==> config.mk <==
export PLATFORM = sky130hd
export DESIGN_NAME = ipid_incr_pipe
export DESIGN_NICKNAME = d
export VERILOG_FILES = /design/src/design/ipid_pkg.sv /design/src/design/ipid_incr_pipe.sv
export SDC_FILE = /design/constraint.sdc
export NUM_CORES = 2
export LEC_CHECK = 0
export BUFFER_PORTS_ARGS = -buffer_cell sky130_fd_sc_hd__buf_4
export CAP_MARGIN = 15
export CORE_MARGIN = 5
export CORE_UTILIZATION = 66
export CTS_CLUSTER_SIZE = 10
export DETAILED_ROUTE_END_ITERATION = 10
export PLACE_DENSITY = 0.83
export SYNTH_ARGS = -nofsm -noshare
export SYNTH_HDL_FRONTEND = slang
export SYNTH_SLANG_ARGS = --single-unit
==> constraint.sdc <==
create_clock -name clk_i -period 10.4 [get_ports clk_i]
set_input_delay 1.04 -clock clk_i [delete_from_list [all_inputs] [get_ports clk_i]]
set_output_delay 1.04 -clock clk_i [all_outputs]
set_load 0.005 [all_outputs]
==> src/design/ipid_pkg.sv <==
// Shared types, constants and widths for the incremental PID step block.
`timescale 1ns / 1ps
`default_nettype none

package ipid_pkg;

  // Sizing knobs
  localparam int unsigned SAMPLE_BITS    = 16;
  localparam int unsigned GAIN_FRAC_BITS = 8;

  // Fixed field widths
  localparam int unsigned DATA_W    = 16;
  localparam int unsigned ERR_W     = 18;
  localparam int unsigned INC_OUT_W = 17;
  localparam int unsigned SUM_W     = 18;  // drive + increment, signed
  localparam int unsigned REG_IDX_W = 3;

  // Standard mode: 17-bit signed gain times 18-bit signed error
  localparam int unsigned PROD_W = 35;
  localparam logic signed [PROD_W-1:0] FRAC_BIAS =
    PROD_W'((64'd1 << GAIN_FRAC_BITS) - 64'd1);

  // Adaptive mode: S = 49e - 70e1 + 25e2, |S| < 2^24
  localparam int unsigned ASUM_W  = 24;
  localparam int unsigned ADP_S_W = ASUM_W + 1;
  localparam logic signed [ADP_S_W-1:0] ADP_C_E  = ADP_S_W'(49);
  localparam logic signed [ADP_S_W-1:0] ADP_C_E1 = ADP_S_W'(70);
  localparam logic signed [ADP_S_W-1:0] ADP_C_E2 = ADP_S_W'(25);

  // kp * |S| scaled by 1 / (20 * 2^F): shift by F+2, then divide by 5
  localparam int unsigned AMAG_W     = DATA_W + ASUM_W;
  localparam int unsigned ADP_SHIFT  = GAIN_FRAC_BITS + 2;
  localparam int unsigned ADP_X_W    = AMAG_W - ADP_SHIFT;
  localparam int unsigned DIV5_SHIFT = ADP_X_W + 3;
  localparam int unsigned DIV5_M_W   = DIV5_SHIFT - 2;
  localparam int unsigned DIV_P_W    = ADP_X_W + DIV5_M_W;
  localparam logic [DIV5_M_W-1:0] DIV5_MULT =
    DIV5_M_W'(((64'd1 << DIV5_SHIFT) + 64'd4) / 64'd5);

  // Unlimited increment width (both modes share it)
  localparam int unsigned INC_W  = 37 - GAIN_FRAC_BITS;
  localparam int unsigned QUOT_W = INC_W - 1;

  localparam logic [DATA_W-1:0] SAMPLE_MASK = (SAMPLE_BITS >= DATA_W) ?
    {DATA_W{1'b1}} : DATA_W'((64'd1 << SAMPLE_BITS) - 64'd1);

  // Register reset values
  localparam logic [DATA_W-1:0] KP_RST         = DATA_W'(512);
  localparam logic [DATA_W-1:0] KI_RST         = DATA_W'(768);
  localparam logic [DATA_W-1:0] KD_RST         = DATA_W'(1280);
  localparam logic [DATA_W-1:0] SETPOINT_RST   = DATA_W'(3000);
  localparam logic [DATA_W-1:0] STEP_LIMIT_RST = DATA_W'(5000);
  localparam logic [DATA_W-1:0] OUT_MAX_RST    = DATA_W'(4095);
  localparam logic [DATA_W-1:0] OUT_MIN_RST    = DATA_W'(0);

  typedef enum logic [0:0] {
    OP_STEP   = 1'b0,
    OP_MANUAL = 1'b1
  } ipid_op_e;

  typedef enum logic [0:0] {
    MODE_ADAPTIVE = 1'b0,
    MODE_STANDARD = 1'b1
  } ipid_mode_e;

  typedef enum logic [REG_IDX_W-1:0] {
    REG_MODE       = 3'd0,
    REG_KP         = 3'd1,
    REG_KI         = 3'd2,
    REG_KD         = 3'd3,
    REG_SETPOINT   = 3'd4,
    REG_STEP_LIMIT = 3'd5,
    REG_OUT_MAX    = 3'd6,
    REG_OUT_MIN    = 3'd7
  } ipid_reg_e;

  // Settings the increment pipeline needs
  typedef struct packed {
    ipid_mode_e        mode;
    logic [DATA_W-1:0] kp;
    logic [DATA_W-1:0] ki;
    logic [DATA_W-1:0] kd;
    logic [DATA_W-1:0] step_limit;
  } ipid_cfg_t;

  // Error stage into the increment pipeline
  typedef struct packed {
    ipid_op_e                op;
    logic [DATA_W-1:0]       manual;
    logic signed [ERR_W-1:0] err;
    logic signed [ERR_W-1:0] err1;
    logic signed [ERR_W-1:0] err2;
  } ipid_err_t;

  // Limited increment out of the pipeline
  typedef struct packed {
    ipid_op_e                    op;
    logic [DATA_W-1:0]           manual;
    logic signed [INC_OUT_W-1:0] inc;
    logic                        limited;
  } ipid_inc_t;

endpackage

`default_nettype wire

==> src/design/ipid_incr_pipe.sv <==
// Pipelined increment datapath: products, scaling, mode select and step limit.
`timescale 1ns / 1ps
`default_nettype none

module ipid_incr_pipe (
  input  wire logic                 clk_i,
  input  wire logic                 rst_ni,
  input  wire ipid_pkg::ipid_cfg_t  cfg_i,
  input  wire logic                 in_valid_i,
  output logic                      in_ready_o,
  input  wire ipid_pkg::ipid_err_t  in_data_i,
  output logic                      out_valid_o,
  input  wire logic                 out_ready_i,
  output ipid_pkg::ipid_inc_t       out_data_o
);

  typedef struct packed {
    ipid_pkg::ipid_op_e                          op;
    logic [ipid_pkg::DATA_W-1:0]                 manual;
    logic signed [ipid_pkg::PROD_W-1:0]          kp_e;
    logic signed [ipid_pkg::PROD_W-1:0]          ki_e1;
    logic signed [ipid_pkg::PROD_W-1:0]          kd_e2;
    logic                                        s_neg;
    logic [ipid_pkg::ASUM_W-1:0]                 s_mag;
  } prod_t;

  typedef struct packed {
    ipid_pkg::ipid_op_e                          op;
    logic [ipid_pkg::DATA_W-1:0]                 manual;
    logic signed [ipid_pkg::INC_W-1:0]           inc_std;
    logic                                        adp_neg;
    logic [ipid_pkg::ADP_X_W-1:0]                adp_x;
  } scale_t;

  typedef struct packed {
    ipid_pkg::ipid_op_e                          op;
    logic [ipid_pkg::DATA_W-1:0]                 manual;
    logic signed [ipid_pkg::INC_W-1:0]           inc_std;
    logic                                        adp_neg;
    logic [ipid_pkg::QUOT_W-1:0]                 quot;
  } quot_t;

  // Divide by 2^F, truncating toward zero
  function automatic logic signed [ipid_pkg::INC_W-1:0] trunc_frac(
    input logic signed [ipid_pkg::PROD_W-1:0] x
  );
    logic signed [ipid_pkg::PROD_W-1:0] biased;
    biased = x[ipid_pkg::PROD_W-1] ? x + ipid_pkg::FRAC_BIAS : x;
    return ipid_pkg::INC_W'(biased >>> ipid_pkg::GAIN_FRAC_BITS);
  endfunction

  logic   b_valid_q, c_valid_q, d_valid_q, e_valid_q;
  logic   c_ready, d_ready, e_ready;
  prod_t  b_d, b_q;
  scale_t c_d, c_q;
  quot_t  d_d, d_q;
  ipid_pkg::ipid_inc_t e_d, e_q;

  // Stall chain: a stage takes new data when empty or when draining
  assign e_ready    = !e_valid_q || out_ready_i;
  assign d_ready    = !d_valid_q || e_ready;
  assign c_ready    = !c_valid_q || d_ready;
  assign in_ready_o = !b_valid_q || c_ready;

  // Stage B: gain products and adaptive weighted sum
  logic signed [ipid_pkg::ADP_S_W-1:0] adp_s, adp_abs;
  always_comb begin
    adp_s = ipid_pkg::ADP_S_W'($signed(in_data_i.err)) * ipid_pkg::ADP_C_E
          - ipid_pkg::ADP_S_W'($signed(in_data_i.err1)) * ipid_pkg::ADP_C_E1
          + ipid_pkg::ADP_S_W'($signed(in_data_i.err2)) * ipid_pkg::ADP_C_E2;
    adp_abs = adp_s[ipid_pkg::ADP_S_W-1] ? -adp_s : adp_s;
    b_d.op     = in_data_i.op;
    b_d.manual = in_data_i.manual;
    b_d.kp_e   = ipid_pkg::PROD_W'($signed({1'b0, cfg_i.kp}))
               * ipid_pkg::PROD_W'($signed(in_data_i.err));
    b_d.ki_e1  = ipid_pkg::PROD_W'($signed({1'b0, cfg_i.ki}))
               * ipid_pkg::PROD_W'($signed(in_data_i.err1));
    b_d.kd_e2  = ipid_pkg::PROD_W'($signed({1'b0, cfg_i.kd}))
               * ipid_pkg::PROD_W'($signed(in_data_i.err2));
    b_d.s_neg  = adp_s[ipid_pkg::ADP_S_W-1];
    b_d.s_mag  = adp_abs[ipid_pkg::ASUM_W-1:0];
  end

  // Stage C: standard sum of truncated terms, adaptive kp * |S|
  logic [ipid_pkg::AMAG_W-1:0] adp_mag;
  always_comb begin
    adp_mag     = ipid_pkg::AMAG_W'(cfg_i.kp) * ipid_pkg::AMAG_W'(b_q.s_mag);
    c_d.op      = b_q.op;
    c_d.manual  = b_q.manual;
    c_d.inc_std = trunc_frac(b_q.kp_e) - trunc_frac(b_q.ki_e1) + trunc_frac(b_q.kd_e2);
    c_d.adp_neg = b_q.s_neg;
    c_d.adp_x   = adp_mag[ipid_pkg::AMAG_W-1:ipid_pkg::ADP_SHIFT];
  end

  // Stage D: divide by five through a reciprocal multiply (exact over this range)
  logic [ipid_pkg::DIV_P_W-1:0] div_prod;
  always_comb begin
    div_prod    = ipid_pkg::DIV_P_W'(c_q.adp_x) * ipid_pkg::DIV_P_W'(ipid_pkg::DIV5_MULT);
    d_d.op      = c_q.op;
    d_d.manual  = c_q.manual;
    d_d.inc_std = c_q.inc_std;
    d_d.adp_neg = c_q.adp_neg;
    d_d.quot    = div_prod[ipid_pkg::DIV_P_W-1:ipid_pkg::DIV5_SHIFT];
  end

  // Stage E: mode select and step limit; manual loads carry no increment
  logic signed [ipid_pkg::INC_W-1:0] adp_pos, inc_sel, lim;
  always_comb begin
    adp_pos = $signed({1'b0, d_q.quot});
    lim     = ipid_pkg::INC_W'($signed({1'b0, cfg_i.step_limit}));
    if (cfg_i.mode == ipid_pkg::MODE_STANDARD) begin
      inc_sel = d_q.inc_std;
    end else begin
      inc_sel = d_q.adp_neg ? -adp_pos : adp_pos;
    end
    e_d.op      = d_q.op;
    e_d.manual  = d_q.manual;
    e_d.limited = 1'b0;
    priority if (d_q.op == ipid_pkg::OP_MANUAL) begin
      e_d.inc = '0;
    end else if (inc_sel > lim) begin
      e_d.inc     = ipid_pkg::INC_OUT_W'(lim);
      e_d.limited = 1'b1;
    end else if (inc_sel < -lim) begin
      e_d.inc     = ipid_pkg::INC_OUT_W'(-lim);
      e_d.limited = 1'b1;
    end else begin
      e_d.inc = ipid_pkg::INC_OUT_W'(inc_sel);
    end
  end

  // Stage valid flags
  always_ff @(posedge clk_i or negedge rst_ni) begin
    if (!rst_ni) begin
      b_valid_q <= 1'b0;
      c_valid_q <= 1'b0;
      d_valid_q <= 1'b0;
      e_valid_q <= 1'b0;
    end else begin
      if (in_ready_o) b_valid_q <= in_valid_i;
      if (c_ready)    c_valid_q <= b_valid_q;
      if (d_ready)    d_valid_q <= c_valid_q;
      if (e_ready)    e_valid_q <= d_valid_q;
    end
  end

  // Stage payloads
  always_ff @(posedge clk_i) begin
    if (in_ready_o && in_valid_i) b_q <= b_d;
    if (c_ready && b_valid_q)     c_q <= c_d;
    if (d_ready && c_valid_q)     d_q <= d_d;
    if (e_ready && d_valid_q)     e_q <= e_d;
  end

  assign out_valid_o = e_valid_q;
  assign out_data_o  = e_q;

  // A waiting increment never exceeds the step limit
  assert property (@(posedge clk_i) disable iff (!rst_ni)
    e_valid_q |-> ($signed(e_q.inc) <= $signed({1'b0, cfg_i.step_limit}))
               && ($signed(e_q.inc) >= -$signed({1'b0, cfg_i.step_limit})))
    else $error("limited increment out of range");

  // A stalled last stage keeps its transaction
  assert property (@(posedge clk_i) disable iff (!rst_ni)
    e_valid_q && !out_ready_i |=> e_valid_q && $stable(e_q))
    else $error("last stage lost or changed a stalled transaction");

  // A manual load leaves the last stage with no increment
  assert property (@(posedge clk_i) disable iff (!rst_ni)
    e_valid_q && e_q.op == ipid_pkg::OP_MANUAL |-> e_q.inc == '0 && !e_q.limited)
    else $error("manual load carries an increment");

endmodule

`default_nettype wire
==> metrics <==
status finished clean; min Tclk post-route 9.50 ns; die area 126000 µm²; setup TNS 0 ns; DR WL met3 13.2 mm; Antenna Nets Post-Route 0; initial antenna violation count 3; CP arrival 9.83 ns; routed len/inst 19.6 µm; final setup margin 0.900 ns; initial DRC count 3759; clk root buf clkbuf_16; largest net degree at the start of global routing 76; Total GRT Usage 31.1%; number of port buffers 176; syn nets 10719; Setup crit end kind flop; CORE AREA 118000 µm²; via count 55189; Post-synth EDFFs 334; CP max stage cell xnor3_2; Synth Flop Type edfxtp_1; Slew HR 30.5%; # IOs 177; DP Worst Slack 0.0677 ns; Avg Inst Size Synth 9.71 µm²; CTS Hold Bufs 0; placer congestion estimate 0.962; Area Overhead vs Synth 4.98%; worst skew pair latency 0.62 ns; TritonCTS Buffers 44; # Post-CTS Setup Buffers 0; asr flop ratio synth 1.18%; fmax 105 MHz; Crit Path Class input pin to flop; vias in the first global route 61464; met2 wire length 95.3 mm; final hold vios 0; Synth Register Bits 338; Worst Skew 0.0522 ns; R2R Setup Slk 1.78 ns; Netlist cell types 70; TritonCTS clock tree yes; fin crit share 91.4%; biggest area consumer among synthesized cells fa_1; CP startpoint kind input pin; layout cells sized above 1 3.63%; Mapped Area 78700 µm²; max layer used met5; WP data required 10.73 ns; Hold Crit Class input pin to async pin; routed wire length 190 mm; RSZ-0062 raised after global routing no; post-DP HPWL 156 mm; most frequent cells in the layout 2037 x inv_1, 1570 x fa_1, 920 x nand2_1, 902 x ha_1, 515 x and2_1; clk buf depth 3; drt pass-1 iters 8; CTS Sinks 338; Synth area leaders fa_1 40%, ha_1 14%, edfxtp_1 13%; Yosys top cell area share 39.9%; count of pins over their slew limit 0; first-pass GRT wire length 314 mm; total grt overflow 0; Final setup viols 0; Residual DRC 0; commonest non-fill, non-tap cell in the layout inv_1; Max-cap violations 0; Yosys warnings 0; Initial Util 66.6%; Die Y 355 µm; vias per cell 5.70; critical path's largest stage delay 0.66 ns; fillers 8708; Slew @ Worst Pin 1.04 ns; Max FO, Critical Path 25; number of gates resized after CTS 0; FP Rows 126; Syn Inst Count 8107; Die Wd 355 µm; clk slew on worst S/H paths 0.05 ns; Seq/Total Area, Yosys 12.9%; NumNets Final 10734; htree depth 2; wl on met1 71.8 mm
==> synth_stat cells (14+ instances only) <==
library cell / instances
a211oi_1: 17
a21o_1: 93
a21oi_1: 203
and2_1: 518
and3_1: 26
clkbuf_1: 224
edfxtp_1: 334
fa_1: 1570
ha_1: 902
inv_1: 2037
nand2_1: 920
nand2b_1: 43
nand3_1: 64
nand4_1: 45
nor2_1: 153
nor2b_1: 52
nor3_1: 36
nor4_1: 23
o21a_1: 38
o21ai_0: 153
o21bai_1: 28
o31ai_1: 20
o41ai_1: 14
or2_2: 14
or3_1: 24
xnor2_1: 248
xor2_1: 132
==> cell type report <==
cell class	count	area [µm²]	area share [%]
well taps	1536	1920	2.33
multi-input cells	5501	60100	72.7
inverters	2037	7650	9.25
repair buffers	200	1500	1.82
flip-flops and latches	338	10100	12.3
clock buffers	61	1190	1.44
diodes	2	5.00	0.00606
clock inverters	13	163	0.197
==> final timing paths <==
path	from	to	cells past startpoint
worst max-delay path	in_data_i[24]	b_q[16]$_DFFE_PP_	34
worst min-delay path	rst_ni	b_valid_q$_DFFE_PN0N_	1
worst max register to register	c_q[6]$_DFFE_PP_	adp_pos[27]$_DFFE_PP_	26
worst min register to register	d_q[71]$_DFFE_PP_	out_data_o[31]$_DFFE_PP_	0
max in group asynchronous	rst_ni	out_valid_o$_DFFE_PN0P_	1
min in group clk_i	d_q[71]$_DFFE_PP_	out_data_o[31]$_DFFE_PP_	0
==> metal layers <==
| metal | GRT usage [%] | vias to the layer above |
|---|---|---|
| met5 | 0 | - |
| met4 | 13.2 | 2 |
| met3 | 4.41 | 585 |
| met2 | 54.9 | 2241 |
| met1 | 38.6 | 27667 |
| li1 | - | 24694 |
==> registers in the layout (all words and copies together) (netlist names) <==
signal       count
b_q            147
d_q             47
d_valid_q        1
c_valid_q        1
out_data_o      35
out_valid_o      1
c_q             77
b_valid_q        1
adp_pos         28
==> logic make-up after synthesis <==
| logic type | share of synthesized area, % |
|---|---|
| AOI/OAI and AO/OA | 5.51 |
| xor gates and xnor gates | 4.26 |
| adders and majority gates | 54.3 |
| buffers and inverters | 10.8 |
| DFF | 12.9 |
| muxes | 0.145 |
| and+or+nand+nor | 12.1 |
==> metrics by stage <==
| stage | instances | util, % | instance area (µm²) | hold WS [ns] |
|---|---|---|---|---|
| 6_report | 9688 | 69.9 | 82600 | 0.255 |
| 4_1_cts | 9686 | 69.9 | 82600 | 0.227 |
| 3_3_place_gp | 9612 | 68.7 | 81300 | 0.400 |
| 5_1_grt | 9686 | 69.9 | 82600 | 0.238 |
| 2_1_floorplan | 8107 | - | 78700 | 0.400 |
| 3_5_place_dp | 9612 | 68.7 | 81300 | 0.405 |
==> worst max-delay path, delay by kind of cell <==
family / cells / cell delay, ns
xor gates and xnor gates: 3 / 1.01
adders and majority gates: 11 / 4.38
and+or+nand+nor: 3 / 0.78
AOI/OAI and AO/OA: 10 / 2.15
buffers and inverters: 7 / 0.44
Power is left out: the tool's default activity adds up to more than one toggle a clock period on the data nets, which glitch-free logic cannot reach.
